[config.mk]
export PLATFORM = sky130hd
export DESIGN_NAME = multi_channel_watchdog_unit
export DESIGN_NICKNAME = d
export VERILOG_FILES = /design/src/mcw_pkg.sv /design/src/mcw_ram.sv /design/src/mcw_ctrl.sv /design/src/multi_channel_watchdog_unit.sv
export VERILOG_INCLUDE_DIRS = /design/src /design/src/src
export SDC_FILE = /design/constraint.sdc
export NUM_CORES = 1
export LEC_CHECK = 0
export BUFFER_PORTS_ARGS = -buffer_cell sky130_fd_sc_hd__buf_4
export CORE_MARGIN = 2
export CORE_UTILIZATION = 55
export DETAILED_ROUTE_END_ITERATION = 10
export MAX_ROUTING_LAYER = met4
export PLACE_DENSITY_LB_ADDON = 0.12
export SLEW_MARGIN = 40
export SYNTH_ARGS = -nofsm -noshare
export SYNTH_HDL_FRONTEND = slang
export SYNTH_SLANG_ARGS = --single-unit
[constraint.sdc]
create_clock -name clk -period 11.6 [get_ports clk]
set_input_delay 0.58 -clock clk [delete_from_list [all_inputs] [get_ports clk]]
set_output_delay 0.58 -clock clk [all_outputs]
set_load 0.1 [all_outputs]
[src/multi_channel_watchdog_unit_defines.svh]
// Assertion macros shared by the watchdog RTL.
// Uses the including module's clk and rst_n; no other dependencies.
`ifndef MULTI_CHANNEL_WATCHDOG_UNIT_DEFINES_SVH
`define MULTI_CHANNEL_WATCHDOG_UNIT_DEFINES_SVH

`ifndef ASSERT_OFF
// Property must hold at every clock edge outside reset
`define MCW_ASSERT(name, prop, msg) \
    name: assert property (@(posedge clk) disable iff (!rst_n) (prop)) else $error(msg);
// Condition must never be true outside reset
`define MCW_NEVER(name, cond, msg) \
    name: assert property (@(posedge clk) disable iff (!rst_n) !(cond)) else $error(msg);
`else
`define MCW_ASSERT(name, prop, msg)
`define MCW_NEVER(name, cond, msg)
`endif

`endif

[src/mcw_pkg.sv]
// Shared constants, codes and types of the multi-channel watchdog.
// No dependencies.
`timescale 1ns / 1ps
`default_nettype none

package mcw_pkg;

    // Table size and derived widths
    localparam int CHANNELS  = 12;
    localparam int IDX_W     = (CHANNELS > 1) ? $clog2(CHANNELS) : 1;
    localparam int CNT_W     = $clog2(CHANNELS + 1);
    localparam int MASK_BITS = 12;
    localparam int CHAN_BITS = 4;
    localparam int TICK_W    = 32;
    localparam int ENTRY_W   = 2 * TICK_W;

    // Item kinds
    typedef enum logic [1:0] {
        ACT_TICK = 2'd0,
        ACT_REG  = 2'd1,
        ACT_KICK = 2'd2
    } action_t;

    // Result status codes
    typedef enum logic [1:0] {
        STAT_OK    = 2'd0,
        STAT_FULL  = 2'd1,
        STAT_UNREG = 2'd2
    } stat_t;

    // One result item
    typedef struct packed {
        logic [MASK_BITS-1:0] expired_mask;
        logic [CHAN_BITS-1:0] assigned_channel;
        stat_t                status;
    } result_t;

endpackage

`default_nettype wire

[src/mcw_ram.sv]
// Generic simple dual-port RAM: one write port, one read port, registered read.
// No dependencies.
`timescale 1ns / 1ps
`default_nettype none

module mcw_ram #(
    parameter int DEPTH = 12,
    parameter int WIDTH = 64,
    parameter int AW    = (DEPTH > 1) ? $clog2(DEPTH) : 1
) (
    input  wire logic             clk,
    input  wire logic             wr_en,
    input  wire logic [AW-1:0]    wr_addr,
    input  wire logic [WIDTH-1:0] wr_data,
    input  wire logic             rd_en,
    input  wire logic [AW-1:0]    rd_addr,
    output logic      [WIDTH-1:0] rd_data
);

    logic [WIDTH-1:0] mem [DEPTH];

    // Write port
    always_ff @(posedge clk)
    begin
        if (wr_en)
        begin
            mem[wr_addr] <= wr_data;
        end
    end

    // Read port, registered
    always_ff @(posedge clk)
    begin
        if (rd_en)
        begin
            rd_data <= mem[rd_addr];
        end
    end

endmodule

`default_nettype wire

[src/mcw_ctrl.sv]
// Watchdog sequencer: register, kick and tick walk over the channel RAM.
// Depends on mcw_pkg and the assertion macros header.
`timescale 1ns / 1ps
`default_nettype none
`include "multi_channel_watchdog_unit_defines.svh"

module mcw_ctrl (
    input  wire logic                              clk,
    input  wire logic                              rst_n,
    // Item side
    input  wire logic                              in_valid,
    output logic                                   in_ready,
    input  wire logic [1:0]                        action,
    input  wire logic [mcw_pkg::CHAN_BITS-1:0]     channel,
    input  wire logic [mcw_pkg::TICK_W-1:0]        timeout_ticks,
    // Result side
    output logic                                   res_valid,
    input  wire logic                              res_ready,
    output mcw_pkg::result_t                       res,
    // Channel RAM
    output logic                                   wr_en,
    output logic [mcw_pkg::IDX_W-1:0]              wr_addr,
    output logic [mcw_pkg::ENTRY_W-1:0]            wr_data,
    output logic                                   rd_en,
    output logic [mcw_pkg::IDX_W-1:0]              rd_addr,
    input  wire logic [mcw_pkg::ENTRY_W-1:0]       rd_data
);

    import mcw_pkg::*;

    typedef enum logic [1:0] {
        ST_IDLE,
        ST_KICK,
        ST_TICK,
        ST_DONE
    } state_t;

    state_t               state_reg, state_next;
    logic [CNT_W-1:0]     in_use_reg, in_use_next;
    logic [IDX_W-1:0]     idx_reg, idx_next;
    logic [MASK_BITS-1:0] mask_reg, mask_next;
    logic [CHAN_BITS-1:0] assigned_reg, assigned_next;
    stat_t                status_reg, status_next;
    logic                 rd_pend_reg;

    logic [TICK_W-1:0]    rd_reload;
    logic [TICK_W-1:0]    rd_count;

    // RAM entry layout: reload value high, counter low
    assign rd_reload = rd_data[ENTRY_W-1:TICK_W];
    assign rd_count  = rd_data[TICK_W-1:0];

    // Sequencer next-state and RAM port control
    always_comb
    begin
        state_next    = state_reg;
        in_use_next   = in_use_reg;
        idx_next      = idx_reg;
        mask_next     = mask_reg;
        assigned_next = assigned_reg;
        status_next   = status_reg;
        in_ready      = 1'b0;
        res_valid     = 1'b0;
        wr_en         = 1'b0;
        wr_addr       = idx_reg;
        wr_data       = {rd_reload, rd_reload};
        rd_en         = 1'b0;
        rd_addr       = idx_reg;

        unique case (state_reg)
            ST_IDLE:
            begin
                in_ready = 1'b1;
                if (in_valid)
                begin
                    mask_next     = '0;
                    assigned_next = '0;
                    status_next   = STAT_OK;
                    state_next    = ST_DONE;
                    unique case (action)
                        ACT_REG:
                        begin
                            if (32'(in_use_reg) < CHANNELS)
                            begin
                                wr_en         = 1'b1;
                                wr_addr       = IDX_W'(in_use_reg);
                                wr_data       = {timeout_ticks, timeout_ticks};
                                assigned_next = CHAN_BITS'(in_use_reg);
                                in_use_next   = CNT_W'(in_use_reg + 1'b1);
                            end
                            else
                            begin
                                status_next = STAT_FULL;
                            end
                        end
                        ACT_KICK:
                        begin
                            if (32'(channel) < 32'(in_use_reg))
                            begin
                                rd_en      = 1'b1;
                                rd_addr    = IDX_W'(channel);
                                idx_next   = IDX_W'(channel);
                                state_next = ST_KICK;
                            end
                            else
                            begin
                                status_next = STAT_UNREG;
                            end
                        end
                        default:
                        begin
                            // tick, and the unused code behaves as a tick
                            if (in_use_reg != '0)
                            begin
                                rd_en      = 1'b1;
                                rd_addr    = '0;
                                idx_next   = '0;
                                state_next = ST_TICK;
                            end
                        end
                    endcase
                end
            end
            ST_KICK:
            begin
                // counter takes the reload value
                wr_en      = 1'b1;
                wr_data    = {rd_reload, rd_reload};
                state_next = ST_DONE;
            end
            ST_TICK:
            begin
                // write back entry idx while reading the next one
                wr_en = 1'b1;
                if (rd_count == '0)
                begin
                    wr_data = {rd_reload, rd_reload};
                    for (int b = 0; b < MASK_BITS; b++)
                    begin
                        if (32'(idx_reg) == b)
                        begin
                            mask_next[b] = 1'b1;
                        end
                    end
                end
                else
                begin
                    wr_data = {rd_reload, rd_count - 1'b1};
                end
                if (32'(idx_reg) + 1 < 32'(in_use_reg))
                begin
                    rd_en    = 1'b1;
                    rd_addr  = IDX_W'(idx_reg + 1'b1);
                    idx_next = IDX_W'(idx_reg + 1'b1);
                end
                else
                begin
                    state_next = ST_DONE;
                end
            end
            ST_DONE:
            begin
                res_valid = 1'b1;
                if (res_ready)
                begin
                    state_next = ST_IDLE;
                end
            end
            default:
            begin
                state_next = ST_IDLE;
            end
        endcase
    end

    assign res.expired_mask     = mask_reg;
    assign res.assigned_channel = assigned_reg;
    assign res.status           = status_reg;

    // Control state
    always_ff @(posedge clk or negedge rst_n)
    begin
        if (!rst_n)
        begin
            state_reg   <= ST_IDLE;
            in_use_reg  <= '0;
            rd_pend_reg <= 1'b0;
        end
        else
        begin
            state_reg   <= state_next;
            in_use_reg  <= in_use_next;
            rd_pend_reg <= rd_en;
        end
    end

    // Payload registers
    always_ff @(posedge clk)
    begin
        idx_reg      <= idx_next;
        mask_reg     <= mask_next;
        assigned_reg <= assigned_next;
        status_reg   <= status_next;
    end

    // Read and write never hit the same entry in one cycle
    `MCW_NEVER(a_no_rw_collide, rd_en && wr_en && (rd_addr == wr_addr), "RAM read/write collision")
    // Every write-back in kick or tick uses data read in the cycle before
    `MCW_ASSERT(a_rd_before_wb, (state_reg == ST_KICK || state_reg == ST_TICK) |-> rd_pend_reg, "write-back without read data")
    // The channel count only ever grows by one
    `MCW_ASSERT(a_in_use_step, (in_use_reg != $past(in_use_reg)) |-> (32'(in_use_reg) == 32'($past(in_use_reg)) + 1), "channel count jumped")
    // Table never holds more than its size
    `MCW_ASSERT(a_in_use_max, 32'(in_use_reg) <= CHANNELS, "channel count above table size")

endmodule

`default_nettype wire

[src/multi_channel_watchdog_unit.sv]
// Register and rejected items go straight to the result; a kick reads its entry and writes it back,
// a tick walks all N registered channels (one RAM read and write-back per channel).
// Items are taken one at a time: the walk over the channel RAM and output back-pressure hold off the next.
// A new item is taken once the previous result sits in the output register.
// Reset clears the channel count and handshake state; RAM contents are not cleared.
// Top level: channel RAM, sequencer and output register. Depends on mcw_pkg, mcw_ram, mcw_ctrl.
`timescale 1ns / 1ps
`default_nettype none

module multi_channel_watchdog_unit (
    input  wire logic        clk,
    input  wire logic        rst_n,
    // Input stream
    input  wire logic        s_axis_tvalid,
    output logic             s_axis_tready,
    input  wire logic [39:0] s_axis_tdata,   // channel[3:0], timeout_ticks[35:4], zero[39:36]
    input  wire logic [1:0]  s_axis_tuser,   // action[1:0]
    // Output stream
    output logic             m_axis_tvalid,
    input  wire logic        m_axis_tready,
    output logic [15:0]      m_axis_tdata,   // expired_mask[11:0], assigned_channel[15:12]
    output logic [1:0]       m_axis_tuser    // status[1:0]
);

    import mcw_pkg::*;

    logic                 wr_en;
    logic [IDX_W-1:0]     wr_addr;
    logic [ENTRY_W-1:0]   wr_data;
    logic                 rd_en;
    logic [IDX_W-1:0]     rd_addr;
    logic [ENTRY_W-1:0]   rd_data;

    logic                 res_valid;
    logic                 res_ready;
    result_t              res;

    logic                 out_valid_reg, out_valid_next;
    result_t              out_res_reg;

    // Channel table: reload value and counter per entry
    mcw_ram #(
        .DEPTH (CHANNELS),
        .WIDTH (ENTRY_W),
        .AW    (IDX_W)
    ) u_ram (
        .clk     (clk),
        .wr_en   (wr_en),
        .wr_addr (wr_addr),
        .wr_data (wr_data),
        .rd_en   (rd_en),
        .rd_addr (rd_addr),
        .rd_data (rd_data)
    );

    mcw_ctrl u_ctrl (
        .clk           (clk),
        .rst_n         (rst_n),
        .in_valid      (s_axis_tvalid),
        .in_ready      (s_axis_tready),
        .action        (s_axis_tuser),
        .channel       (s_axis_tdata[CHAN_BITS-1:0]),
        .timeout_ticks (s_axis_tdata[CHAN_BITS+TICK_W-1:CHAN_BITS]),
        .res_valid     (res_valid),
        .res_ready     (res_ready),
        .res           (res),
        .wr_en         (wr_en),
        .wr_addr       (wr_addr),
        .wr_data       (wr_data),
        .rd_en         (rd_en),
        .rd_addr       (rd_addr),
        .rd_data       (rd_data)
    );

    // Output register takes a result when empty or being drained
    assign res_ready = !out_valid_reg || m_axis_tready;

    always_comb
    begin
        out_valid_next = out_valid_reg;
        if (res_valid && res_ready)
        begin
            out_valid_next = 1'b1;
        end
        else if (m_axis_tready)
        begin
            out_valid_next = 1'b0;
        end
    end

    always_ff @(posedge clk or negedge rst_n)
    begin
        if (!rst_n)
        begin
            out_valid_reg <= 1'b0;
        end
        else
        begin
            out_valid_reg <= out_valid_next;
        end
    end

    always_ff @(posedge clk)
    begin
        if (res_valid && res_ready)
        begin
            out_res_reg <= res;
        end
    end

    assign m_axis_tvalid = out_valid_reg;
    assign m_axis_tdata  = {out_res_reg.assigned_channel, out_res_reg.expired_mask};
    assign m_axis_tuser  = out_res_reg.status;

endmodule

`default_nettype wire
# ---- Yosys cells after proc, flatten, opt, wreduce, memory -nomap -nowiden
# Memories as Yosys holds them, arrays and structs flattened. A register that Yosys moved wholly into a read port is not among the register bits.
# Index checks and enable logic that the tools add are counted.
dict set report classes {
  addsub 4
  magnitude_cmp 3
  n_eq_ne 32
  n_mux 56
  n_reduce_logical 26
}
# op count
set op_table {}
lappend op_table {{$mux 64} 3}
lappend op_table {{$pmux 64 s2} 1}
lappend op_table {{$reduce_and 4->1} 13}
lappend op_table {{$logic_not 32->1} 1}
lappend op_table {{$lt 32x4->1} 1}
lappend op_table {{$mux 32} 1}
lappend op_table {{$mux 4} 8}
lappend op_table {{$sub 32x1->32 const B} 1}
lappend op_table {{$mux 1} 27}
lappend op_table {{$ne 2x1->1 const B} 13}
lappend op_table {{$mux 12} 2}
lappend op_table {{$pmux 12 s2} 1}
lappend op_table {{$eq 4x3->1 const B} 4}
lappend op_table {{$eq 4x4->1 const B} 4}
lappend op_table {{$pmux 4 s2} 2}
lappend op_table {{$mux 2} 5}
lappend op_table {{$add 4x1->4 const B} 2}
lappend op_table {{$eq 4x2->1 const B} 2}
lappend op_table {{$pmux 2 s2} 2}
lappend op_table {{$pmux 2 s4} 1}
lappend op_table {{$eq 2x2->1 const B} 3}
lappend op_table {{$ne 2x2->1 const B} 3}
lappend op_table {{$pmux 1 s2} 3}
lappend op_table {{$add 4x1->5 const B} 1}
lappend op_table {{14 further kinds} 17}
dict set report word_totals {
  reg_bits 47
  mem_bits_rw 768
  in_bits 46
  out_inout_bits 20
  n_memories 1
}
# name words width rd rd_clocked_by_memory_dff write_ports line
set memory_table {}
lappend memory_table {u_ram.mem 12 64 1 1 1 mcw_ram.sv:20} ;# logic [WIDTH-1:0] mem [DEPTH];

# ---- Depth between registers and ports, before layout
# Gate-level depths: netlist of run 1.
dict set report logic_depth {
  word_depth 7
  mapped_depth 15
}

# ---- By module
# A second synthesis of run 1 with hierarchy kept.
dict set report hier_totals {
  cells_unflattened 1831
  hier_area_um2 35322.6
}
# module n_inst cells_per_inst area_per_inst_um2 seq_area_each_um2
set by_module_without_submodules {}
lappend by_module_without_submodules {mcw_ram 1 1307 30933.4 24984.0}
lappend by_module_without_submodules {mcw_ctrl 1 502 3794.9 770.7}
lappend by_module_without_submodules {multi_channel_watchdog_unit 1 22 594.3 565.5}

# ---- Worst setup path after synthesis of run 1
# No wires, ideal clock.
dict set report synth_path {
  path_kind {reg2reg}
  from {register u_ctrl.state_reg[0]}
  to {memory u_ram.mem[1][0] (enable)}
  setup_ps 493
  arrival_time_ps 5450
  required_ps 11107
  slack_ps 5657
  stages_incl_launch_ff 9
  n_path_buf 1
  synth_period_minus_slack_ps 5943
  path_cell_list {dfrtp_1 > inv_1 > ha_1 > clkinv_1 > nor2_1 > clkbuf_1 > nand3_1 > o31ai_1 > nor2b_1}
}
dict set report synth_via {
  elab_chain_cells 5
  word_cells_on_any_way 8
  cone_classes {2 x eq/ne; 4 x mux; 2 x reduce/logical}
}
# element line
set synth_rtl {}
lappend synth_rtl {{from (decl)} mcw_ctrl.sv:38} ;# state_t state_reg, state_next;
lappend synth_rtl {{from (signal assigned)} mcw_ctrl.sv:191} ;# state_reg <= state_next;
lappend synth_rtl {{$eq 2x1->1 or $eq 2x2->1 (tied branches)} mcw_ctrl.sv:70} ;# unique case (state_reg)
lappend synth_rtl {{$reduce_or 2->1 (no source line)} n/a}
lappend synth_rtl {{$pmux 1 s2} mcw_ctrl.sv:70}
lappend synth_rtl {{$mux 1} mcw_ram.sv:25} ;# if (wr_en)
lappend synth_rtl {{$mux 1 (implied by the code)} mcw_ram.sv:27} ;# mem[wr_addr] <= wr_data;
lappend synth_rtl {{to (decl)} mcw_ram.sv:20}
# Parallel ways exist; a longest one is shown, timed or not.

# ---- Worst setup path in the final report of run 1
dict set report layout_path {
  from {register u_ctrl.idx_reg[0]}
  to {register u_ram.rd_data[20] (read register of u_ram.mem) (data pin)}
}
dict set report layout_via {
  elab_chain_cells 4
  word_cells_on_any_way 11
  cone_classes {2 x add/sub; 1 x order compare; 8 x mux}
}
# element line
set layout_rtl {}
lappend layout_rtl {{from (decl)} mcw_ctrl.sv:40} ;# logic [IDX_W-1:0] idx_reg, idx_next;
lappend layout_rtl {{from (signal assigned)} mcw_ctrl.sv:200} ;# idx_reg <= idx_next;
lappend layout_rtl {{$add 4x1->5} mcw_ctrl.sv:150} ;# if (32'(idx_reg) + 1 < 32'(in_use_reg))
lappend layout_rtl {{$lt 32x4->1} mcw_ctrl.sv:150}
lappend layout_rtl {{$mux 4 (*)} n/a}
lappend layout_rtl {{$pmux 4 s2 (*)} n/a}
lappend layout_rtl {{net rd_addr[1]} multi_channel_watchdog_unit.sv:31} ;# logic [IDX_W-1:0] rd_addr;
lappend layout_rtl {{to (decl)} mcw_ram.sv:17} ;# output logic [WIDTH-1:0] rd_data
# The timed path passes the listed nets; every way through them passes the cells marked *.
# A chain may end at the register's enable or synchronous reset.

==> impl_metrics.tcl, run 1 <==
set metrics [dict create \
    status "complete, no violations" \
    grt.overflow.total 0 \
    cp_max_fo 39 \
    cts_buffers 87 \
    largest_register_ffs 768 \
    dr.pass1.iters 5 \
    fill_cells 4512 \
    cts.sinks 879 \
    max_cap_violations 0 \
    hold_class "primary input to flop" \
    p_leak_nw 14.4 \
    multi_input_area_mm2 0.00814 \
    ant_nets 0 \
    initial_core_util 0.554 \
    postCtsSetupRepairBufs 0 \
    regArea_mm2 0.0263 \
    synth_cell_type_count 54 \
    synth_top_area_cell "edfxtp_1" \
    yosys.area_share.simple 0.0400 \
    yosys-top-cells-count "868 x edfxtp_1, 387 x mux2i_1, 194 x o22ai_1, 73 x nand2_1, 70 x or3_1" \
    yosysSeqAreaShare 0.755 \
    grt_antenna_before_repair 2 \
    synth_top_area_frac 0.748 \
    dp.cells 2895 \
    routed_via_density 6.20 \
    syn_inst 2057 \
    final-instance-count-excl-fill 3056 \
    synthTopCellsByArea "edfxtp_1 75%, mux2i_1 11%, o22ai_1 3.5%, or3_1 1.3%, nand2_1 0.79%" \
    synthMuxAreaShare 0.111 \
    regMostFlops "u_ram.mem" \
    design.die.area_mm2 0.0654 \
    wl_per_cell_um 26.8 \
    r2r-start "u_ctrl.idx_reg[0]" \
    tns_ns 0 \
    cts.path.max_buffers 3 \
    synth_top_family_by_area "multiplexers" \
    grt_max_degree 80 \
    setup_viol 0 \
    max_freq_mhz 186 \
    synth_xor_area_frac 0.00679 \
    peakVddDrop_mv 0.275 \
    ys.flop_type "edfxtp_1" \
    synth.most_common_cell "edfxtp_1" \
    wirelength_um 82000 \
    grt_pass1_wl_um 120000 \
    drive_above_1_share 0.117 \
    synthToLayoutAreaGrowth_pct 13.1 \
    hp-start "m_axis_tready" \
    die_x_um 256 \
    final.setup.worst_slack_ns 6.24 \
    drt-initial-drc-count 2064 \
    rsz0062_at_grt "no" \
    pre_cts_slack_ns 6.32 \
    synth_compound_area_frac 0.0643 \
    port_buffers 61 \
    rows 92 \
    required_ns 11.95 \
    worstSetupStartpointType "flop" \
    coreArea_mm2 0.0629 \
    drc 0 \
    clk_latency_ns 0.63 \
    max_slew.worst_pin.slew_ns 0.867 \
    cts-root-buf "clkbuf_16" \
    startpoint "u_ctrl.idx_reg[0]" \
    maxSlewHeadroom 0.422 \
    grt_pass1_vias 18500 \
    synth_fa_ha_area_frac 0.00646 \
    vias 18900 \
    finClkSkew_ns 0.0241 \
    cts_tree "yes" \
    min_period_over_period 0.462 \
    period_needed_ns 5.36 \
    io_pins 66 \
    hold_viol_final 0 \
    finish.utilization 0.627 \
    ys_warn_count 0 \
    die_y_um 256 \
    netlist_area_mm2 0.0348 \
    syn_nets 2121 \
    critical_path_class "flop to flop" \
    grt.total_usage 0.258 \
    htree_num_levels 3 \
    drv_slew 0 \
    synth_edf_count 868 \
    setup.worst_path.end_class "flop" \
    yosys_register_bits 879 \
    nNetsFinal 2203 \
    syn_avg_cell_area_um2 16.9 \
    synth_async_sr_flop_share 0.00796 \
    worstPathArrival_ns 5.71 \
    dpl.hpwl_um 42000 \
    powerDensity_mw_per_mm2 326 \
    clkTransAtPathRegs_ns 0.06 \
    gp_congestion 0.814 \
]
## routing by layer
layer	global-route usage	vias up	share of wire
met3	0.0407	131	0.085
met5	-	-	0
met1	0.370	9691	0.43
met4	0.0686	0	0.022
li1	-	8383	-
met2	0.390	744	0.46
## power breakdown
part           total, mW  internal (mW)  leakage [nW]  switching (mW)
Sequential          5.15           4.90          8.00           0.246
Combinational       4.87           1.70          5.05            3.17
Clock               2.84           1.69          1.39            1.15
## layout by cell type, fill, tap and decap left out, drive strengths merged, types with 18 or more instances in the layout
master | Yosys | routed
edfxtp | 868 | 868
nand2 | 74 | 74
o21ai | 45 | 45
clkbuf | 56 | 109
a21oi | 30 | 30
inv | 25 | 27
o22ai | 194 | 194
clkinv | 1 | 30
ha | 18 | 18
or3 | 70 | 70
a22o | 23 | 23
nand3 | 19 | 19
buf | 50 | 98
mux2i | 387 | 387
nor2 | 45 | 45
## cell type report
cell class              count  share of cell area
flip-flops and latches    879               0.668
multi-input cells        1046               0.207
clock buffers             109              0.0592
well taps                 846              0.0269
repair buffers             99              0.0228
clock inverters            49              0.0142
inverters                  26             0.00248
diodes                      2            0.000127
## logic make-up (layout without fill, tap and decap cells)
family | count (synthesis) | after routing
other cells | 0 | 2
buf+inv | 132 | 283
mux | 387 | 387
compound gates | 348 | 348
xor+xnor | 27 | 27
fa+ha+maj | 18 | 18
flops | 879 | 879
simple gates | 266 | 266
## worst paths after layout
check,slack (ns),to,cells past startpoint
worst min register to register,0.42,m_axis_tdata[15],0
min in group asynchronous,0.32,u_ctrl.in_use_reg[2],2
worst min-delay path,0.25,m_axis_tvalid,3
worst max-delay path,6.24,u_ram.rd_data[20],13
worst max register to register,6.24,u_ram.rd_data[20],13
max in group asynchronous,11.15,u_ctrl.in_use_reg[3],2
## critical path, cell delays in order, from the launching register on
cell and delay, ns:
dfxtp_1 0.54, inv_1 0.21, ha_1 0.36, ha_1 0.28
a21boi_0 0.24, o22a_1 0.29, nor2_1 0.13, and2_1 0.18
a2111oi_2 0.79, inv_2 0.18, nand3_4 0.46, buf_4 0.72
o22ai_1 0.20, or3_1 0.45
## stage by stage
stage	instance area [um^2]	hold slack, ns	power (mW)
after floorplan	34800	0.284	8.58
after CTS	39400	0.217	12.9
final	39400	0.250	12.9
after global placement	36300	0.401	9.89
after detailed placement	36500	0.405	10.0
after global routing	39400	0.255	13.4
## repair_timing
action | in CTS | in global routing
resized for setup | 0 | 0
endpoints found under the setup margin | 0 | 0
hold endpoints to repair | 7 | 0
hold buffers | 1 | 0
No activity file was read; power rests on OpenSTA's default activity.
==> run 2: changes to the inputs <==
Settings changed: ABC_AREA set to 1.
Clock period 11.6 ns to 5.2 ns, I/O delays scaled along.
==> run 2 against run 1 <==
  * Clock-buffer cell count up 1
  * Sequential share of layout area down 7.0 points
  * Non-clock buffer count up 37
  * Via count up 41%
  * Hold slack worse by 0.13 ns
  * Cell count up 53%
  * Highest routed layer unchanged
==> impl_metrics.tcl, run 2 <==
set metrics [dict create \
    placed_area_mm2 0.0408 \
    gp_congestion 0.852 \
    min_period_over_period 0.813 \
    synth_top_area_frac 0.664 \
    worstPathArrival_ns 4.60 \
    synth_fa_ha_area_frac 0.00573 \
    maxSlewHeadroom 0.414 \
    initial_core_util 0.558 \
    cts-root-buf "clkbuf_16" \
    synth_async_sr_flop_share 0.00796 \
    path_buf_inv 6 \
    max_cap_violations 0 \
    finish.utilization 0.625 \
    grt_max_degree 146 \
    tns_ns 0 \
    max_slew.worst_pin.slew_ns 0.876 \
    drive_above_1_share 0.0851 \
    drt-initial-drc-count 2856 \
    ant_nets 0 \
    status "complete, no violations" \
    netlist_area_mm2 0.0393 \
    syn_nets 3703 \
    cp_top_family "simple AND/OR/NAND/NOR gates" \
    wl_met1_um 41800 \
    worstSetupStartpointType "flop" \
    critical-path-slowest-cell "ha_1" \
    yosys-top-cells-count "868 x edfxtp_1, 687 x nand3_1, 658 x inv_1, 609 x nand2_1, 131 x a21oi_1" \
    cts.path.max_buffers 3 \
    routed.top_layer "met4" \
    wirelength_um 100000 \
    dr.pass1.iters 5 \
    synthTopCellsByArea "edfxtp_1 66%, nand3_1 8.8%, inv_1 6.3%, nand2_1 5.8%, o211ai_1 1.7%" \
    synth_top_family_by_area "simple AND/OR/NAND/NOR gates" \
    path_cells "inv_1 -> ha_1 -> clkinv_1 -> buf_4 -> nor2_2 -> inv_1 -> nand2_1 -> mux2i_1 -> inv_2 -> nand2_8 -> nand2_8 -> buf_12 -> nand2_1 -> nand3_1 -> nand3_1 -> nand3_1 -> nand2_1" \
    synth_top_area_cell "edfxtp_1" \
    cts_hold_buf 3 \
    period_needed_ns 4.23 \
    wl_per_cell_um 21.4 \
    synth_xor_area_frac 0.00602 \
    htree_num_levels 3 \
    synth_compound_area_frac 0.0548 \
    diodes 0 \
    grt_antenna_before_repair 0 \
    required_ns 5.57 \
    setup_viol 0 \
    cts.sinks 879 \
    grt.overflow.total 0 \
    port_buffers 61 \
    io_pins 66 \
    synthToLayoutAreaGrowth_pct 12.1 \
    synthMuxAreaShare 0.000255 \
    syn_avg_cell_area_um2 10.8 \
    hold_ws_ns 0.124 \
    yosys.area_share.simple 0.171 \
    drc 0 \
    die_y_um 271 \
    yosysSeqAreaShare 0.670 \
    rsz0062_at_grt "no" \
    wl_met3_um 8700 \
    design.die.area_mm2 0.0736 \
    ys.flop_type "edfxtp_1" \
    postCtsSetupRepairBufs 0 \
    clkTransAtPathRegs_ns 0.06 \
    largest_register_ffs 768 \
    synth.most_common_cell "edfxtp_1" \
    syn_inst 3639 \
    max_freq_mhz 236 \
    drv_slew 0 \
    synth_edf_count 868 \
    hold_viol_final 0 \
    final_cell_mix "868 x edfxtp_1, 686 x nand3_1, 657 x inv_1" \
    nNetsFinal 3723 \
    cts_resized 0 \
    cts_tree "yes" \
    grt_pass1_wl_um 151000 \
    finClkSkew_ns 0.0273 \
    regMostFlops "u_ram.mem" \
    vias 26800 \
    design_area_mm2 0.0440 \
    dpl.hpwl_um 52000 \
    routed_via_density 5.73 \
    grt.total_usage 0.280 \
    final_common_cell "edfxtp_1" \
    rows 97 \
    ys_warn_count 0 \
    clk_latency_ns 0.65 \
    synth_cell_type_count 43 \
    critical_path_class "flop to flop" \
    cts_buffers 91 \
    cp_max_fo 92 \
    route.met2.wl_um 47100 \
    hold_class "primary input to flop" \
    setup.worst_path.end_class "flop" \
    grt_pass1_vias 25700 \
    coreArea_mm2 0.0704 \
    yosys_register_bits 879 \
    cp_slowest_stage_delay_ns 0.57 \
    die_x_um 271 \
]
==> run 2: cell types whose count changed after synthesis, moves of 60 or more <==
cell	delta
o211ai_1	+85
o21ai_1	+60
inv_1	+634
a21oi_1	+101
or3_1	-70
nand2_1	+536
mux2i_1	-386
nand3_1	+668
nand3b_1	+61
o22ai_1	-193
==> run 2: cell families (layout without fill, tap and decap cells) <==
group	after synthesis	in the layout
AND/OR/NAND/NOR	1463	1463
flip-flops	879	879
buffers and inverters	873	971
XOR/XNOR	27	27
adder cells (fa/ha/maj)	18	18
AO/OA/AOI/OAI	378	378
multiplexers	1	1
==> run 2: worst register-to-register path, delay by kind of cell, from the launching register on <==
family        cells  cell delay [ns]
fa+ha+maj         1             0.57
buf+inv           6             1.39
flops             1             0.39
mux               1             0.09
simple gates      9             1.54
==> run 2: per-stage QoR <==
stage | cells | setup WS [ns]
after detailed placement | 4496 | 1.08
after global routing | 4677 | 0.734
after global placement | 4494 | 1.16
after floorplan | 3639 | -0.244
final | 4677 | 0.971
after CTS | 4670 | 1.06
==> run 2: routing by layer <==
metal  vias up  GRT usage
met2      1184      0.436
met3       203     0.0441
met4         0     0.0927
met1     13000      0.380
met5         -          -
li1      12400          -
==> run 2: path summary, 6_finish.rpt <==
check                                       start              endpoint  slack, ns  cells after the start
setup / recovery              u_ctrl.state_reg[0]     u_ram.rd_data[40]       0.97                     17
hold / removal                      s_axis_tvalid  u_ctrl.in_use_reg[2]       0.12                      5
setup reg to reg              u_ctrl.state_reg[0]     u_ram.rd_data[40]       0.97                     17
hold reg to reg            u_ctrl.assigned_reg[3]      m_axis_tdata[15]       0.42                      0
max in group asynchronous                   rst_n  u_ctrl.in_use_reg[3]       4.25                      3
min in group asynchronous                   rst_n         m_axis_tvalid       0.65                      3
==> run 2: final cells by class <==
cell class | count | area, um^2
Clock buffer | 110 | 2410
Clock inverter | 61 | 718
Fill cell | 5529 | 26400
Inverter | 664 | 2500
Multi-Input combinational cell | 1887 | 9510
Sequential cell | 879 | 26300
Tap cell | 940 | 1180
Timing Repair Buffer | 136 | 1380
Power of run 2 is not shown: default switching activity piles up to over one toggle a cycle in this logic, so the estimate is an artifact.
